[src/mfs_pkg.sv]
// Shared types and constants for the multilevel feedback scheduler.
// No dependencies; imported by mfs_queue and the top level.
package mfs_pkg;

    // Field widths of the request and result words
    localparam int REQ_W     = 2;
    localparam int ID_W      = 4;
    localparam int OUTCOME_W = 2;
    localparam int RLEVEL_W  = 2;
    localparam int TICKS_W   = 10;
    localparam int SLICE_W   = 8;

    // Slice unit after reset
    localparam logic [SLICE_W-1:0] SLICE_RESET = 8'd10;

    // Request codes; any other code acts as a plain reschedule
    localparam logic [REQ_W-1:0] REQ_CREATE  = 2'd0;
    localparam logic [REQ_W-1:0] REQ_RESCHED = 2'd1;
    localparam logic [REQ_W-1:0] REQ_EXIT    = 2'd2;

    // Outcome codes
    localparam logic [OUTCOME_W-1:0] OUT_OK      = 2'd0;
    localparam logic [OUTCOME_W-1:0] OUT_NO_SLOT = 2'd1;
    localparam logic [OUTCOME_W-1:0] OUT_NONE    = 2'd2;
    localparam logic [OUTCOME_W-1:0] OUT_HALTED  = 2'd3;

    // Per-cycle command to one ready queue
    typedef struct packed {
        logic push;
        logic pop;
    } mfs_qctl_t;

endpackage

[src/mfs_ram.sv]
// Generic single-write, single-read RAM with registered read data.
// No dependencies; used by mfs_queue for the ready queue storage.
module mfs_ram #(
    parameter int WIDTH = 4,
    parameter int DEPTH = 16
) (
    input  logic                     aclk,
    input  logic                     we,
    input  logic [$clog2(DEPTH)-1:0] waddr,
    input  logic [WIDTH-1:0]         wdata,
    input  logic [$clog2(DEPTH)-1:0] raddr,
    output logic [WIDTH-1:0]         rdata
);

    logic [WIDTH-1:0] mem [DEPTH];
    logic [WIDTH-1:0] rdata_reg;

    always_ff @(posedge aclk) begin
        if (we) begin
            mem[waddr] <= wdata;
        end
        rdata_reg <= mem[raddr];
    end

    assign rdata = rdata_reg;

endmodule

[src/mfs_queue.sv]
// One ready queue: circular buffer in mfs_ram plus a cached head entry.
// Depends on mfs_pkg (mfs_qctl_t) and mfs_ram.
module mfs_queue #(
    parameter int IW    = 4,
    parameter int DEPTH = 16
) (
    input  logic              aclk,
    input  logic              aresetn,
    input  mfs_pkg::mfs_qctl_t ctl,
    input  logic [IW-1:0]     push_data,
    output logic              nonempty,
    output logic [IW-1:0]     pop_data
);
    import mfs_pkg::*;

    localparam int AW = $clog2(DEPTH);
    localparam int CW = $clog2(DEPTH + 1);
    localparam int SW = CW + 1;

    logic [AW-1:0] head_reg, head_next;
    logic [CW-1:0] count_reg, count_next;
    logic [IW-1:0] hv_reg, hv_next;
    logic          fwd_hit_reg, fwd_hit_next;
    logic [IW-1:0] fwd_data_reg;
    logic [SW-1:0] tail_sum;
    logic [AW-1:0] waddr, raddr;
    logic [IW-1:0] rdata, second;
    logic          push_eff;

    function automatic logic [AW-1:0] wrap_inc(input logic [AW-1:0] a);
        wrap_inc = (a == AW'(DEPTH - 1)) ? '0 : a + AW'(1);
    endfunction

    assign nonempty = (count_reg != '0);
    // An empty queue hands a same-cycle push straight through
    assign pop_data = nonempty ? hv_reg : push_data;
    assign push_eff = ctl.push && (count_reg < CW'(DEPTH));

    always_comb begin
        tail_sum = SW'(head_reg) + SW'(count_reg);
        if (tail_sum >= SW'(DEPTH)) begin
            tail_sum = tail_sum - SW'(DEPTH);
        end
    end
    assign waddr = tail_sum[AW-1:0];

    assign second = fwd_hit_reg ? fwd_data_reg : rdata;

    always_comb begin
        head_next  = ctl.pop ? wrap_inc(head_reg) : head_reg;
        count_next = count_reg + CW'(push_eff) - CW'(ctl.pop);
        hv_next    = hv_reg;
        if (ctl.pop) begin
            hv_next = (count_reg > CW'(1)) ? second : push_data;
        end else if (!nonempty && push_eff) begin
            hv_next = push_data;
        end
    end

    // Read ahead the entry behind the next head; forward a colliding write
    assign raddr        = wrap_inc(head_next);
    assign fwd_hit_next = push_eff && (waddr == raddr);

    mfs_ram #(
        .WIDTH (IW),
        .DEPTH (DEPTH)
    ) u_ram (
        .aclk  (aclk),
        .we    (push_eff),
        .waddr (waddr),
        .wdata (push_data),
        .raddr (raddr),
        .rdata (rdata)
    );

    always_ff @(posedge aclk) begin
        if (!aresetn) begin
            head_reg    <= '0;
            count_reg   <= '0;
            fwd_hit_reg <= 1'b0;
        end else begin
            head_reg    <= head_next;
            count_reg   <= count_next;
            fwd_hit_reg <= fwd_hit_next;
        end
    end

    always_ff @(posedge aclk) begin
        hv_reg       <= hv_next;
        fwd_data_reg <= push_data;
    end

endmodule

[src/multilevel_feedback_scheduler_unit.sv]
// Top level of the multilevel feedback task scheduler.
// Depends on mfs_pkg and mfs_queue (one per priority level).
//
//  channel | ports                                   | moves
//  --------+-----------------------------------------+---------------------------
//  s_      | s_valid s_ready s_req_type s_slice_used | one request word
//  m_      | m_valid m_ready m_task_id m_outcome     | one result word per request
//          | m_switched m_run_level m_slice_ticks    |
//  cfg_    | cfg_we cfg_wdata                        | slice unit, no handshake
//
// A request word is held in the input register, decided combinationally and
// lands in the result register; one word per cycle while m_ side is not stalled.
// The rate is set by the single decision pass and the queue head caches.
// Reset is synchronous, active low; all queues come up empty, no task runs.
// A stalled m_ side holds the result and the input register; s_ready then
// drops once the input register is full.
module multilevel_feedback_scheduler_unit #(
    parameter int TASK_SLOTS = 16,
    parameter int LEVELS     = 3
) (
    input  logic                              aclk,
    input  logic                              aresetn,
    input  logic                              cfg_we,
    input  logic [mfs_pkg::SLICE_W-1:0]       cfg_wdata,
    input  logic                              s_valid,
    output logic                              s_ready,
    input  logic [mfs_pkg::REQ_W-1:0]         s_req_type,
    input  logic                              s_slice_used,
    output logic                              m_valid,
    input  logic                              m_ready,
    output logic [mfs_pkg::ID_W-1:0]          m_task_id,
    output logic [mfs_pkg::OUTCOME_W-1:0]     m_outcome,
    output logic                              m_switched,
    output logic [mfs_pkg::RLEVEL_W-1:0]      m_run_level,
    output logic [mfs_pkg::TICKS_W-1:0]       m_slice_ticks
);
    import mfs_pkg::*;

    localparam int TW = $clog2(TASK_SLOTS);   // task index width
    localparam int PW = $clog2(LEVELS);       // queue index width
    localparam int LW = $clog2(LEVELS + 1);   // level number width (1..LEVELS)
    localparam int MW = LW + SLICE_W;         // slice product width

    // Input register
    logic             in_valid_reg;
    logic [REQ_W-1:0] req_reg;
    logic             used_reg;
    logic             advance;

    // Scheduler state
    logic [TASK_SLOTS-1:0] slot_used_reg, slot_used_next;
    logic [TW-1:0]         cur_task_reg, cur_task_next;
    logic [LW-1:0]         cur_level_reg, cur_level_next;
    logic                  cur_valid_reg, cur_valid_next;
    logic                  halted_reg, halted_next;
    logic [SLICE_W-1:0]    slice_unit_reg;

    // Result register
    logic                 m_valid_reg;
    logic [ID_W-1:0]      task_id_reg, task_id_next;
    logic [OUTCOME_W-1:0] outcome_reg, outcome_next;
    logic                 switched_reg, switched_next;
    logic [RLEVEL_W-1:0]  run_level_reg, run_level_next;
    logic [TICKS_W-1:0]   ticks_reg, ticks_next;

    // Queue side
    mfs_qctl_t     q_ctl       [LEVELS];
    logic [TW-1:0] q_push_data [LEVELS];
    logic [TW-1:0] q_pop_data  [LEVELS];
    logic [LEVELS-1:0] q_nonempty, q_push, q_pop, q_avail;

    // Decision terms
    logic          free_found;
    logic [TW-1:0] free_slot;
    logic          create_push;
    logic          pick_found;
    logic [PW-1:0] pick;
    logic          do_resched, dying, dropping;
    logic [LW-1:0] requeue_level;
    logic [TW-1:0] res_id;
    logic [MW-1:0] ticks_prod;

    // Take a new word whenever the result register is free or draining
    assign advance = in_valid_reg && (!m_valid_reg || m_ready);
    assign s_ready = !in_valid_reg || advance;

    // Lowest free slot
    always_comb begin
        free_found = 1'b0;
        free_slot  = '0;
        for (int i = TASK_SLOTS - 1; i >= 0; i--) begin
            if (!slot_used_reg[i]) begin
                free_found = 1'b1;
                free_slot  = TW'(i);
            end
        end
    end

    assign create_push = !halted_reg && (req_reg == REQ_CREATE) && free_found;

    // First non-empty queue, counting the slot that create pushes at level 1
    always_comb begin
        q_avail    = q_nonempty;
        q_avail[0] = q_nonempty[0] | create_push;
        pick_found = 1'b0;
        pick       = '0;
        for (int q = LEVELS - 1; q >= 0; q--) begin
            if (q_avail[q]) begin
                pick_found = 1'b1;
                pick       = PW'(q);
            end
        end
    end

    always_comb begin
        slot_used_next = slot_used_reg;
        cur_task_next  = cur_task_reg;
        cur_level_next = cur_level_reg;
        cur_valid_next = cur_valid_reg;
        halted_next    = halted_reg;
        q_push         = '0;
        q_pop          = '0;
        do_resched     = 1'b0;
        dying          = 1'b0;
        dropping       = 1'b0;
        requeue_level  = cur_level_reg;
        res_id         = '0;
        outcome_next   = OUT_OK;
        switched_next  = 1'b0;

        if (halted_reg) begin
            outcome_next = OUT_HALTED;
        end else begin
            case (req_reg)
                REQ_CREATE: begin
                    if (!free_found) begin
                        outcome_next = OUT_NO_SLOT;
                    end else begin
                        slot_used_next[free_slot] = 1'b1;
                        q_push[0] = 1'b1;
                        res_id    = free_slot;
                        // Preempt a worse-level task, or start one if idle
                        if (!cur_valid_reg || cur_level_reg > LW'(1)) begin
                            do_resched = 1'b1;
                        end
                    end
                end
                REQ_EXIT: begin
                    if (!cur_valid_reg) begin
                        outcome_next = OUT_NONE;
                    end else if (cur_task_reg == '0) begin
                        halted_next  = 1'b1;
                        outcome_next = OUT_HALTED;
                    end else begin
                        do_resched = 1'b1;
                        dying      = 1'b1;
                    end
                end
                default: begin
                    do_resched = 1'b1;
                    dropping   = (req_reg == REQ_RESCHED) && used_reg;
                end
            endcase
        end

        if (do_resched) begin
            if (!pick_found) begin
                outcome_next = OUT_NONE;
                if (dying) begin
                    slot_used_next[cur_task_reg] = 1'b0;
                    cur_valid_next = 1'b0;
                end
            end else begin
                if (cur_valid_reg) begin
                    if (dying) begin
                        slot_used_next[cur_task_reg] = 1'b0;
                    end else begin
                        // Drop one level when the slice ran out
                        if (dropping && cur_level_reg < LW'(LEVELS)) begin
                            requeue_level = cur_level_reg + LW'(1);
                        end
                        q_push[PW'(requeue_level - LW'(1))] = 1'b1;
                    end
                end
                q_pop[pick]    = 1'b1;
                cur_task_next  = q_pop_data[pick];
                cur_level_next = LW'(pick) + LW'(1);
                cur_valid_next = 1'b1;
                switched_next  = !(cur_valid_reg && !dying &&
                                   cur_task_reg == q_pop_data[pick]);
            end
        end

        if (!advance) begin
            q_push = '0;
            q_pop  = '0;
        end
    end

    // Result fields describe the task running after this request; a create reports the new task's id
    assign ticks_prod = MW'(cur_level_next) * MW'(slice_unit_reg);

    always_comb begin
        task_id_next   = ID_W'(res_id);
        run_level_next = '0;
        ticks_next     = '0;
        if (outcome_next != OUT_HALTED && cur_valid_next) begin
            if (req_reg != REQ_CREATE) begin
                task_id_next = ID_W'(cur_task_next);
            end
            run_level_next = RLEVEL_W'(cur_level_next);
            ticks_next     = ticks_prod[TICKS_W-1:0];
        end
        if (outcome_next == OUT_HALTED) begin
            task_id_next = '0;
        end
    end

    // One ready queue per level; create feeds level 1, requeues feed any level
    for (genvar q = 0; q < LEVELS; q++) begin : g_queue
        assign q_ctl[q].push  = q_push[q];
        assign q_ctl[q].pop   = q_pop[q];
        assign q_push_data[q] = (q == 0 && create_push) ? free_slot : cur_task_reg;

        mfs_queue #(
            .IW    (TW),
            .DEPTH (TASK_SLOTS)
        ) u_queue (
            .aclk      (aclk),
            .aresetn   (aresetn),
            .ctl       (q_ctl[q]),
            .push_data (q_push_data[q]),
            .nonempty  (q_nonempty[q]),
            .pop_data  (q_pop_data[q])
        );
    end

    // Control state
    always_ff @(posedge aclk) begin
        if (!aresetn) begin
            in_valid_reg   <= 1'b0;
            m_valid_reg    <= 1'b0;
            slot_used_reg  <= '0;
            cur_task_reg   <= '0;
            cur_level_reg  <= LW'(1);
            cur_valid_reg  <= 1'b0;
            halted_reg     <= 1'b0;
            slice_unit_reg <= SLICE_RESET;
        end else begin
            if (cfg_we) begin
                slice_unit_reg <= cfg_wdata;
            end
            if (s_ready) begin
                in_valid_reg <= s_valid;
            end
            if (advance) begin
                m_valid_reg   <= 1'b1;
                slot_used_reg <= slot_used_next;
                cur_task_reg  <= cur_task_next;
                cur_level_reg <= cur_level_next;
                cur_valid_reg <= cur_valid_next;
                halted_reg    <= halted_next;
            end else if (m_ready) begin
                m_valid_reg <= 1'b0;
            end
        end
    end

    // Payload: hold the request word and the result word
    always_ff @(posedge aclk) begin
        if (s_ready && s_valid) begin
            req_reg  <= s_req_type;
            used_reg <= s_slice_used;
        end
        if (advance) begin
            task_id_reg   <= task_id_next;
            outcome_reg   <= outcome_next;
            switched_reg  <= switched_next;
            run_level_reg <= run_level_next;
            ticks_reg     <= ticks_next;
        end
    end

    assign m_valid       = m_valid_reg;
    assign m_task_id     = task_id_reg;
    assign m_outcome     = outcome_reg;
    assign m_switched    = switched_reg;
    assign m_run_level   = run_level_reg;
    assign m_slice_ticks = ticks_reg;

endmodule
[config.mk]
export PLATFORM = sky130hd
export DESIGN_NAME = multilevel_feedback_scheduler_unit
export DESIGN_NICKNAME = d
export VERILOG_FILES = /design/src/mfs_pkg.sv /design/src/mfs_ram.sv /design/src/mfs_queue.sv /design/src/multilevel_feedback_scheduler_unit.sv
export SDC_FILE = /design/constraint.sdc
export NUM_CORES = 1
export LEC_CHECK = 0
export ABC_CLOCK_PERIOD_IN_PS = 5720
export BUFFER_PORTS_ARGS = -buffer_cell sky130_fd_sc_hd__buf_4
export CAP_MARGIN = 20
export CORE_AREA = 3 3 200 202
export DETAILED_ROUTE_END_ITERATION = 10
export DIE_AREA = 0 0 203 205
export PLACE_DENSITY = 0.6
export SYNTH_ARGS = -nofsm -noshare
export SYNTH_HDL_FRONTEND = slang
export SYNTH_SLANG_ARGS = --single-unit
[constraint.sdc]
create_clock -name aclk -period 5.72 [get_ports aclk]
set_input_delay 1.43 -clock aclk [delete_from_list [all_inputs] [get_ports aclk]]
set_output_delay 1.43 -clock aclk [all_outputs]
set_load 0.02 [all_outputs]
# Word-level counts from Yosys, hierarchy flattened
# Memory sizes are Yosys's and may differ from the RTL's. A register that Yosys moved wholly into a read port is not among the register bits.
# Cells that the tools add are included.
# Widths: inputs -> output; s select.
# op_classes
n_reduce_logical	46
add_sub_neg	21
mux	141
bitwise_logic	6
order_cmp	20
mul	1
eq_ne	14
# op_table
operator	count
$mux 4	53
$mux 16	7
$mux 1	51
$mux 2	15
$add 4x1->4 const B	6
$eq 4x4->1 const B	6
$mux 3	8
$logic_and 1x1->1	22
$add 4x5->6	3
$ge 6x5->1 const B	3
$and 16x16->16	1
$eq 4x4->1	4
$not 16->16	1
$or 16x16->16	1
$add 5x1->5	3
$gt 5x1->1 const B	3
$lt 5x5->1 const B	3
$reduce_bool 5->1	3
$sub 5x1->5	3
$sub 4x1->4 const B	3
$lt 4x5->1 const B	2
$mul 2x8->10	1
$reduce_bool 2->1	5
$logic_not 1->1	9
other kinds (24)	33
# word_totals
register_bits	106
input_bits	16
ram_bits	192
memories	3
# mem_list
memory	words	word_bits	rd	rd_ports_with_merged_regs	write_ports	line_no	text
g_queue[0].u_queue.u_ram.mem	16	4	1	1	1	mfs_ram.sv:15	logic [WIDTH-1:0] mem [DEPTH];
g_queue[1].u_queue.u_ram.mem	16	4	1	1	1	mfs_ram.sv:15	
g_queue[2].u_queue.u_ram.mem	16	4	1	1	1	mfs_ram.sv:15	

# Logic depth before layout (Yosys ltp)
# Gate-level depths: netlist of run 1.
# depth
ltp_word	36
mapped_depth	21
mapped_depth_nobuf	19

# Hierarchy
# A second synthesis of run 1 with hierarchy kept.
# unflattened
cells_unflattened	1122
hier_area_um2	14973.1
# by_module_without_submodules
mod	seq_area_each_um2	cells_each	area_each_um2	n_inst
mfs_ram	2001.9	130	2666.3	3
multilevel_feedback_scheduler_unit	1341.3	365	3375.7	1
mfs_queue at g_queue[1].u_queue	400.4	120	1203.7	1
mfs_queue at g_queue[2].u_queue	400.4	122	1198.6	1
mfs_queue at g_queue[0].u_queue	400.4	125	1196.1	1

# Least setup slack after synthesis of run 1
# No wires, ideal clock.
# synth_path
kind	input port to flip-flop
from	input m_ready
to	register g_queue[0].u_queue.u_ram.rdata_reg[1] (read register of g_queue[0].u_queue.u_ram.mem)
stages	17
required_ps	5580
path_buffers	3
setup_slack_ps	1215
arrival_ps	4365
setup_ps	140
path_cell_list	nand2b_1 -> nand3_1 -> o32a_1 -> buf_6 -> nand2_1 -> nand2_1 -> ha_1 -> clkbuf_1 -> nand3_1 -> a21oi_1 -> or3_1 -> mux2i_4 -> nand2_4 -> buf_6 -> mux4_1 -> mux2i_1 -> mux2i_1
# synth_between
elab_chain_cells	6
word_cells_on_any_way	7
# synth_lines
element	line_no	text
start, declared	multilevel_feedback_scheduler_unit.sv:30	input logic m_ready,
$logic_or 1x1->1 (*)	multilevel_feedback_scheduler_unit.sv:84	assign advance = in_valid_reg && (!m_valid_reg || m_ready);
$logic_and 1x1->1 (*)	multilevel_feedback_scheduler_unit.sv:84	
$mux 3 (*)	multilevel_feedback_scheduler_unit.sv:194	if (!advance) begin
$mux 4 (*)	mfs_queue.sv:50	head_next = ctl.pop ? wrap_inc(head_reg) : head_reg;
via g_queue[0].u_queue.head_next[0]	mfs_queue.sv:20	logic [AW-1:0] head_reg, head_next;
$add 4x1->4 / $eq 4x4->1 (equally long branches)	mfs_queue.sv:31	wrap_inc = (a == AW'(DEPTH - 1)) ? '0 : a + AW'(1);
$mux 4 (*)	mfs_queue.sv:31	
end, declared	mfs_ram.sv:16	logic [WIDTH-1:0] rdata_reg;
# The timed path passes the listed nets; every way through them passes the cells marked *.
# A chain may end at the register's enable or synchronous reset.

# Worst setup path after layout of run 1
# layout_path
from	register req_reg[0]
to	register g_queue[1].u_queue.u_ram.rdata_reg[2] (read register of g_queue[1].u_queue.u_ram.mem)
# layout_between
elab_chain_cells	15
word_cells_on_any_way	21
# layout_lines
element	line_no	text
start, declared	multilevel_feedback_scheduler_unit.sv:46	logic [REQ_W-1:0] req_reg;
start signal, assigned	multilevel_feedback_scheduler_unit.sv:272	req_reg <= s_req_type;
$logic_not 2->1	multilevel_feedback_scheduler_unit.sv:99, multilevel_feedback_scheduler_unit.sv:134	
$logic_and 1x1->1 (2 in series)	multilevel_feedback_scheduler_unit.sv:99	assign create_push = !halted_reg && (req_reg == REQ_CREATE) && free_found;
$or 1x1->1	multilevel_feedback_scheduler_unit.sv:104	q_avail[0] = q_nonempty[0] | create_push;
$mux 2	multilevel_feedback_scheduler_unit.sv:108	if (q_avail[q]) begin
$lt 2x3->1 (implied by the code) / $ge 2x1->1 (equally long branches)	multilevel_feedback_scheduler_unit.sv:185	q_pop[pick] = 1'b1;
$logic_and 1x1->1 (implied by the code)	multilevel_feedback_scheduler_unit.sv:185	
$mux 1 (implied by the code)	multilevel_feedback_scheduler_unit.sv:185	
$demux 1 s2	multilevel_feedback_scheduler_unit.sv:185	
$mux 3	multilevel_feedback_scheduler_unit.sv:167	if (!pick_found) begin
$mux 3 (*)	multilevel_feedback_scheduler_unit.sv:166	if (do_resched) begin
$mux 3 (*)	multilevel_feedback_scheduler_unit.sv:194	
$mux 4 (*)	mfs_queue.sv:50	
$add 4x1->4 / $eq 4x4->1 (equally long branches)	mfs_queue.sv:31	
$mux 4 (*)	mfs_queue.sv:31	
end, declared	mfs_ram.sv:16	
# Every way passes the cells marked *; elsewhere a longest branch is shown, timed or not.

==> summary.md, run 1 <==
| Metric | Value |
|---|---|
| Row cnt | `72` |
| Lkg Pwr | `6.03 nW` |
| Layout cells sized above 1 | `0.121` |
| Stages on the worst setup path | `18` |
| # hold bufs at CTS | `0` |
| Crit path max-delay family | `simple AND/OR/NAND/NOR gates` |
| Worst slack at placement | `419 ps` |
| Top FF cell, synth | `edfxtp_1` |
| DIE AREA | `41600 µm²` |
| VDD IR max | `0.177 mV` |
| Final GP Congestion | `0.868` |
| RSZ-0062 raised after global routing | `false` |
| Max-Cap Viols | `0` |
| Final slew viol count | `0` |
| Starting density of the core | `0.398` |
| Crit Path Class | `reg2reg` |
| Setup WS post-layout | `530 ps` |
| Routed vias/inst | `5.51` |
| Antenna violations before repair | `0` |
| Synth cell count leaders | `226 x edfxtp_1, 105 x nor2_1, 89 x nand3_1` |
| Post-synth top area share | `0.443` |
| Initial DRC Count | `855` |
| #FFs+latches synth | `310` |
| Final setup vio count | `0` |
| Syn Nets | `1369` |
| Worst-path cell chain | `or3_1 > o21ai_0 > nor2_1 > inv_1 > ha_1 > inv_1 > o31ai_1 > nand2_1 > ha_1 > nand2_1 > o21ai_0 > a211oi_1 > and4_1 > buf_4 > o21ai_0 > nand3_1 > nand4_1 > mux2i_1` |
| Min-delay worst type | `reg2reg` |
| Clock slew at reported path FFs | `60 ps` |
| Max Clock Skew | `20.3 ps` |
| Cell mode on critical path | `o21ai_0` |
| CP Buf/Inv Count | `3` |
| Post-Syn Area | `15300 µm²` |
| Hold endpoint | `slice_unit_reg[1]` |
| Antenna viol nets, final | `0` |
| Startpoint types | `flip-flop` |
| Post-layout nets | `1408` |
| First-pass GRT wire length | `56900 µm` |
| Antenna fix cells | `0` |
| Setup tns final | `0 ps` |
| CTS tree | `built` |
| Fmax | `0.193 GHz` |
| Critical-path maximum fanout | `18` |
| Port bufs | `36` |
| R2R setup slack | `530 ps` |
| Clock sinks | `310` |
| Core ar. | `38500 µm²` |
| CP max-delay cell | `o21ai_0` |
| Post-CTS sizing | `0` |
| Largest area contributor in the synthesized netlist | `edfxtp_1` |
| CTS H-tree depth | `2` |
| Critical path arrival | `5650 ps` |
| I/O pins | `37` |
| Root Buffer | `clkbuf_16` |
| Gr usage total | `0.172` |
| Worst skew pair latency | `540 ps` |
| Avg Inst Size Synth | `11.8 µm²` |
| Synth Instances | `1296` |
| Asr flop ratio synth | `0` |
| DRT Wirelength | `35800 µm` |
| Synthesis-to-finish area growth | `12.8%` |
| Yosys cell types | `85` |
| Max stage delay on crit path | `610 ps` |
| Final min period | `5190 ps` |
| Worst Hold Depth | `2` |
| Die height | `205 µm` |
| Largest net degree at the start of global routing | `65` |
| Status | `finished clean` |
| Relative slew slack | `0.298` |
| Top-count cell post-synth | `edfxtp_1` |
| Top post-synthesis cells by area | `edfxtp_1 44%, dfxtp_1 11%, ha_1 4.1%` |
| Setup bufs post-CTS | `0` |
| Cell Pwr Density | `371 nW/µm²` |
| Post-synth EDFFs | `226` |
| Tcrit/Tclk final | `0.907` |
| Reg-to-reg critical path startpoint | `req_reg[0]` |
| Reg2reg path depth | `18` |
| Maximum root-to-sink buffer count | `3` |
| CTS Buf Count | `35` |
| Vias in the first global route | `10144` |
| Total global routing overflow | `0` |
| Critical Path RT | `6180 ps` |
| HPWL after DPL | `24500 µm` |
| DRC violations left | `0` |
| Endpoint type of the worst setup path | `flip-flop` |
| First-pass DRT Iterations | `6` |
| Hold Vio Cnt, Final | `0` |
| R2R Path End | `g_queue[1].u_queue.u_ram.rdata[2]` |
| Ys Warns | `0` |
| Vias | `10355` |
| Post-synthesis sequential area ratio | `0.553` |
| DR WL/cell | `19.0 µm` |
| Max FFs per register | `192` |
| Worst-margin pin slew | `1050 ps` |
| DIE WIDTH | `203 µm` |
| Hold_sp | `slice_unit_reg[1]` |
==> worst max-delay path by stage <==
stage	slack, ps	start	endpoint
6_report	530	req_reg[0]	g_queue[1].u_queue.u_ram.rdata[2]
2_1_floorplan	1210	m_ready	g_queue[0].u_queue.u_ram.rdata[1]
5_1_grt	130	req_reg[0]	g_queue[1].u_queue.u_ram.rdata[2]
4_1_cts	680	req_reg[0]	g_queue[1].u_queue.u_ram.rdata[2]
3_5_place_dp	420	m_ready	g_queue[0].u_queue.u_ram.rdata[1]
3_3_place_gp	450	m_ready	g_queue[0].u_queue.u_ram.rdata[1]
==> cells in the final DEF, fill, tap and decap left out, types with 9 or more instances in the layout <==
master,count
xnor2_1,30
mux4_2,17
nor2b_1,15
nand3_1,89
nand2_1,82
mux4_1,12
edfxtp_1,226
a21o_1,9
dfxtp_1,84
a31oi_1,10
buf_4,57
o21ai_0,75
or3_1,12
clkbuf_16,35
inv_1,46
a21oi_1,48
and2_1,49
nand2b_1,14
nor3_1,17
mux2i_1,49
a21boi_0,10
ha_1,50
nand4_1,40
nor2_1,105
==> area by class of cell <==
cell class                      count  area, µm²
Clock inverter                     19        185
Sequential cell                   310       8470
Tap cell                          518        648
Inverter                           47        181
Fill cell                        3535      21200
Clock buffer                       44        940
Timing Repair Buffer               58        433
Multi-Input combinational cell    883       6410
==> cell families after synthesis <==
logic type,share of synthesized area
and+or+nand+nor,0.161
DFF,0.553
xor gates and xnor gates,0.0242
adders and majority gates,0.0500
buffers and inverters,0.0299
muxes,0.0827
AOI/OAI and AO/OA,0.0995
==> worst min-delay path: stages, from the launching register on <==
cell     delay (ps)
dfxtp_1         340
mux2i_1          70
nand2_1          60
==> metrics by stage <==
step | power (mW) | instances | hold slack, ps | instance area, µm² | util
2_1_floorplan | 3.79 | 1296 | 448 | 15300 | -
3_3_place_gp | 4.23 | 1815 | 490 | 16100 | 0.420
3_5_place_dp | 4.25 | 1815 | 481 | 16100 | 0.420
4_1_cts | 6.46 | 1878 | 504 | 17300 | 0.449
5_1_grt | 6.72 | 1879 | 551 | 17300 | 0.449
6_report | 6.41 | 1879 | 498 | 17300 | 0.449
==> layer usage <==
layer,global-route usage,part of all wire
met4,0.0535,0.024
met5,0,0
met2,0.273,0.45
met1,0.241,0.46
met3,0.0315,0.062
==> power by group <==
| part | switching [mW] | total, mW | leakage, nW | internal (mW) |
|---|---|---|---|---|
| sequential | 0.0755 | 2.65 | 2.78 | 2.57 |
| clock | 0.916 | 2.19 | 0.558 | 1.27 |
| combinational | 0.976 | 1.57 | 2.69 | 0.594 |
| total | 1.97 | 6.41 | 6.03 | 4.44 |
Note: power is estimated with default switching activity, not from simulation.
==> run 2: changes to the inputs <==
- CORE_AREA: 3 3 200 202 -> 4 4 201 203
- DIE_AREA: 0 0 203 205 -> 0 0 205 207
==> summary.md, run 2 (synthesis gave the netlist of run 1 again) <==
| Metric | Value |
|---|---|
| Status | `finished clean` |
| Vias in the first global route | `10151` |
| Fmax | `0.206 GHz` |
| Total global routing overflow | `0` |
| RSZ-0062 raised after global routing | `false` |
| Antenna fix cells | `0` |
| Critical Path RT | `6110 ps` |
| R2R setup slack | `880 ps` |
| Setup bufs post-CTS | `0` |
| Tcrit/Tclk final | `0.847` |
| Fill cells | `3485` |
| Largest net degree at the start of global routing | `65` |
| Most common cell after layout, fill and taps aside | `edfxtp_1` |
| First-pass DRT Iterations | `5` |
| Max Clock Skew | `23.7 ps` |
| Reg2reg path depth | `20` |
| I/O pins | `37` |
| Routed vias/inst | `5.51` |
| Critical-path maximum fanout | `17` |
| Crit Path Class | `reg2reg` |
| DIE AREA | `42400 µm²` |
| Setup tns final | `0 ps` |
| Final min period | `4840 ps` |
| Antenna violations before repair | `0` |
| Starting density of the core | `0.398` |
| DRC violations left | `0` |
| Gr usage total | `0.165` |
| Min-delay worst type | `reg2reg` |
| DR WL/cell | `18.7 µm` |
| CTS tree | `built` |
| Clock sinks | `310` |
| Hold Vio Cnt, Final | `0` |
| Layout cells sized above 1 | `0.123` |
| Critical path arrival | `5230 ps` |
| First-pass GRT wire length | `56200 µm` |
| Post-CTS sizing | `0` |
| Commonest non-fill, non-tap cells in the layout | `226 x edfxtp_1, 105 x nor2_1, 89 x nand3_1` |
| Non-filler cells, final | `1879` |
| Worst-margin pin slew | `1030 ps` |
| Relative slew slack | `0.309` |
| Root Buffer | `clkbuf_16` |
| DRT Wirelength | `35200 µm` |
| Synthesis-to-finish area growth | `13.3%` |
| Antenna viol nets, final | `0` |
| Initial DRC Count | `867` |
| Reg-to-reg critical path startpoint | `req_reg[0]` |
| Hold endpoint | `slice_unit_reg[1]` |
| Die height | `207 µm` |
| Max-Cap Viols | `0` |
| Max FFs per register | `192` |
| Lkg Pwr | `6.07 nW` |
| CTS H-tree depth | `2` |
| Startpoint types | `flip-flop` |
| Worst Hold Depth | `2` |
| Worst skew pair latency | `540 ps` |
| # hold bufs at CTS | `0` |
| HPWL after DPL | `24100 µm` |
| Maximum root-to-sink buffer count | `3` |
| Final slew viol count | `0` |
| Cell Pwr Density | `377 nW/µm²` |
| R2R Path End | `g_queue[1].u_queue.fwd_hit_reg` |
| Endpoint type of the worst setup path | `flip-flop` |
| Vias | `10351` |
| CTS Buf Count | `34` |
| VDD IR max | `0.179 mV` |
| Hold_sp | `slice_unit_reg[1]` |
| Final setup vio count | `0` |
| Row cnt | `72` |
| Clock slew at reported path FFs | `60 ps` |
| Post-layout nets | `1410` |
| DIE WIDTH | `205 µm` |
| Core ar. | `38500 µm²` |
| Final GP Congestion | `0.866` |
| Inst Count DP | `1818` |
| Port bufs | `36` |
==> run 2: cell types whose count changed in the layout (fill, tap and decap cells not counted), sizes merged <==
cell / previous run / this run
buf: 58 / 61
clkbuf: 44 / 41
clkinv: 14 / 8
clkinvlp: 0 / 1
bufinv: 2 / 6
inv: 50 / 51
==> run 2: worst max path at each step <==
stage	startpoint	endpoint
after floorplan	m_ready	g_queue[0].u_queue.u_ram.rdata[1]
after global placement	m_ready	g_queue[0].u_queue.u_ram.rdata[1]
after detailed placement	m_ready	g_queue[0].u_queue.u_ram.rdata[1]
after CTS	req_reg[0]	g_queue[1].u_queue.fwd_hit_reg
after global routing	slot_used_reg[0]	g_queue[1].u_queue.fwd_hit_reg
final	req_reg[0]	g_queue[1].u_queue.fwd_hit_reg
==> run 2: final cells by class <==
| class | instances | area, µm² | area share |
|---|---|---|---|
| repair buffers | 61 | 455 | 0.0262 |
| clock inverters | 19 | 295 | 0.0170 |
| multi-input cells | 883 | 6410 | 0.369 |
| inverters | 47 | 181 | 0.0105 |
| well taps | 518 | 648 | 0.0373 |
| clock buffers | 41 | 898 | 0.0518 |
| flip-flops and latches | 310 | 8470 | 0.488 |
==> run 2: power by group <==
part / internal, mW / switching (mW)
combinational: 0.601 / 0.964
sequential: 2.57 / 0.0745
clock: 1.42 / 0.917
==> run 2: per-stage QoR <==
step | setup WS [ps] | total power, mW | hold WS (ps) | util | instance area (µm²)
final | 877 | 6.54 | 482 | 0.451 | 17400
after global routing | 429 | 6.87 | 530 | 0.451 | 17400
after CTS | 961 | 6.60 | 490 | 0.451 | 17400
after detailed placement | 580 | 4.24 | 474 | 0.420 | 16200
after global placement | 610 | 4.24 | 471 | 0.420 | 16200
after floorplan | 1210 | 3.79 | 448 | - | 15300
==> run 2: worst max-delay path, cell delays in order (launching register included) <==
cell	delay, ps
edfxtp_1	510
or3_1	530
o21ai_0	210
buf_4	170
nor2_1	70
inv_1	120
ha_1	320
inv_1	190
o31ai_1	340
nand2_1	120
ha_1	220
buf_4	170
nand3_1	80
a21oi_1	70
a211oi_1	300
nand4_1	200
buf_4	270
nand2_1	90
xnor2_1	120
nand4_1	110
nor4_1	480
==> run 2: routing by layer <==
| layer | GRT usage | part of all wire |
|---|---|---|
| met5 | 0 | 0 |
| met4 | 0.0517 | 0.024 |
| met3 | 0.0324 | 0.059 |
| met2 | 0.258 | 0.46 |
| met1 | 0.232 | 0.46 |
==> run 3: changes to the inputs <==
- ABC_AREA: default -> 1
- ABC_CLOCK_PERIOD_IN_PS: 5720 -> 4300
- CORE_AREA: 4 4 201 203 -> 4 4 202 204
- DIE_AREA: 0 0 205 207 -> 0 0 206 208
- PLACE_DENSITY: 0.6 -> 0.62
- clock period: 5.72 -> 4.3 ns (I/O delays scaled with it)
==> summary.md, run 3 <==
| Metric | Value |
|---|---|
| Status | `finished clean` |
| Inst Count DP | `2191` |
| Maximum root-to-sink buffer count | `3` |
| DIE WIDTH | `206 µm` |
| Core ar. | `39300 µm²` |
| Post-layout nets | `1782` |
| Critical path arrival | `4330 ps` |
| Clock sinks | `310` |
| Commonest non-fill, non-tap cells in the layout | `310 x nand2_1, 227 x inv_1, 226 x edfxtp_1` |
| Synth Instances | `1654` |
| Initial DRC Count | `881` |
| Max Clock Skew | `28.0 ps` |
| Final GP Congestion | `0.869` |
| Critical Path RT | `4690 ps` |
| Final setup vio count | `0` |
| Top post-synthesis cells by area | `edfxtp_1 44%, dfxtp_1 11%, nand2_1 7.5%` |
| Fin area | `17500 µm²` |
| Hold Vio Cnt, Final | `0` |
| Startpoint types | `flip-flop` |
| Layout cells sized above 1 | `0.111` |
| Root Buffer | `clkbuf_16` |
| CTS Buf Count | `35` |
| Post-synth top area share | `0.438` |
| Starting density of the core | `0.394` |
| First-pass DRT Iterations | `5` |
| Post-Syn Area | `15500 µm²` |
| DR WL/cell | `15.4 µm` |
| CTS tree | `built` |
| Clock slew at reported path FFs | `60 ps` |
| First-pass GRT wire length | `56700 µm` |
| HPWL after DPL | `23800 µm` |
| Die height | `208 µm` |
| I/O pins | `37` |
| #FFs+latches synth | `310` |
| DRT Wirelength | `34900 µm` |
| Syn Nets | `1727` |
| Min-delay worst type | `reg2reg` |
| Non-filler cells, final | `2261` |
| Synthesis-to-finish area growth | `13.2%` |
| Reg-to-reg critical path startpoint | `slot_used_reg[9]` |
| Worst skew pair latency | `520 ps` |
| Antenna viol nets, final | `0` |
| Vias in the first global route | `11075` |
| Hold Worst Slack | `481 ps` |
| Setup tns final | `0 ps` |
| Largest net degree at the start of global routing | `41` |
| DP Area | `16300 µm²` |
| Cell Pwr Density | `481 nW/µm²` |
| Gr usage total | `0.160` |
| Ys Warns | `0` |
| Antenna fix cells | `0` |
| Tcrit/Tclk final | `0.917` |
| DIE AREA | `42800 µm²` |
| CTS H-tree depth | `2` |
| Endpoint type of the worst setup path | `flip-flop` |
| Crit Path Class | `reg2reg` |
| Routed vias/inst | `5.07` |
| Lkg Pwr | `7.15 nW` |
| Largest area contributor in the synthesized netlist | `edfxtp_1` |
| Post-synthesis sequential area ratio | `0.547` |
| Avg Inst Size Synth | `9.37 µm²` |
| DRC violations left | `0` |
| Total global routing overflow | `0` |
| Port bufs | `36` |
| Post-synth EDFFs | `226` |
| Max FFs per register | `192` |
| Synth cell count leaders | `310 x nand2_1, 227 x inv_1, 226 x edfxtp_1` |
| Antenna violations before repair | `0` |
| Worst-margin pin slew | `767 ps` |
| Final min period | `3940 ps` |
| Final slew viol count | `0` |
| Most common cell after layout, fill and taps aside | `nand2_1` |
| Yosys cell types | `52` |
| VDD IR max | `0.248 mV` |
| Crit. Startpoint | `slot_used_reg[9]` |
| Final core utilization | `0.447` |
| Hold_sp | `slice_unit_reg[7]` |
| Vias | `11471` |
| Top FF cell, synth | `edfxtp_1` |
| Relative slew slack | `0.488` |
| Top-count cell post-synth | `nand2_1` |
| Max-Cap Viols | `0` |
| Row cnt | `73` |
| RSZ-0062 raised after global routing | `true` |
| Asr flop ratio synth | `0` |
| Fmax | `0.254 GHz` |
| Critical-path maximum fanout | `34` |
==> run 3: cell count changes after synthesis, moves of 15 or more <==
cell,delta
nand2_1,+228
inv_1,+181
nand3_1,+108
nand3b_1,+64
mux2i_1,-49
and2_1,-46
nor2_1,+35
nand4_1,-28
clkbuf_1,-20
inv_2,+18
xnor2_1,-18
mux4_2,-17
o21ai_0,-17
nor2b_1,-15
==> run 3: cells by family (layout without fill, tap and decap cells) <==
logic type,Yosys count,in the layout,synth area share
AO/OA/AOI/OAI,186,186,0.0727
XOR/XNOR,15,15,0.00848
adder cells (fa/ha/maj),57,57,0.0494
buffers and inverters,295,376,0.0787
flip-flops,310,310,0.547
AND/OR/NAND/NOR,791,792,0.244
==> run 3: per-stage QoR <==
| stage | setup slack (ps) | total power, mW |
|---|---|---|
| floorplan | 550 | 4.94 |
| global placement | 439 | 5.46 |
| detailed placement | 285 | 5.49 |
| CTS | 265 | 8.48 |
| global route | -5.36 | 8.90 |
| finish | 358 | 8.44 |
==> run 3: layer usage <==
layer,global-route usage,routed length [µm]
met5,0,0
met4,0.0427,740
met3,0.0243,1850
met2,0.263,16500
met1,0.222,15800
==> run 3: final cells by class <==
type,count,area [µm²]
timing repair buffer,64,493
clock buffer,51,1010
tap,525,657
fill,3777,21700
clock inverter,13,153
multi-input combinational,1050,5830
inverter,248,933
sequential,310,8470
==> run 3: power breakdown <==
part / total [mW] / internal, mW / switching, mW
clock: 2.97 / 1.82 / 1.15
sequential: 3.49 / 3.41 / 0.0784
combinational: 1.98 / 0.643 / 1.34
==> run 3: what timing repair did <==
| action | 4_1_cts | 5_1_grt |
|---|---|---|
| hold buffers | 0 | 0 |
| setup endpoints to repair | 0 | 8 |
| setup buffers | 0 | 5 |
| resized for setup | 0 | 6 |
==> run 3: critical path, cell delays in order, from the launching register on <==
cell and delay [ps]:
dfxtp_1 370, nand4_1 170, nor2_2 210, nand2_4 100
nand2_4 120, nand2_4 90, inv_1 120, nand2_1 180
buf_4 200, inv_1 50, ha_1 130, nand4_1 180
nor2_4 290, nand2_1 70, o21ai_1 170, ha_1 190
inv_1 70, nor2_4 140, nand2_4 250, nand2_4 300
nand2_1 80, nand3_1 80, nand3_1 80, nand3_1 110
nand2_1 50
==> run 3: worst paths after layout <==
path	endpoint	slack (ps)	depth (start not counted)
worst max-delay path	g_queue[1].u_queue.u_ram.rdata[0]	360	24
worst min-delay path	slice_unit_reg[7]	480	2
worst max register to register	g_queue[1].u_queue.u_ram.rdata[0]	360	24
worst min register to register	slice_unit_reg[7]	480	2
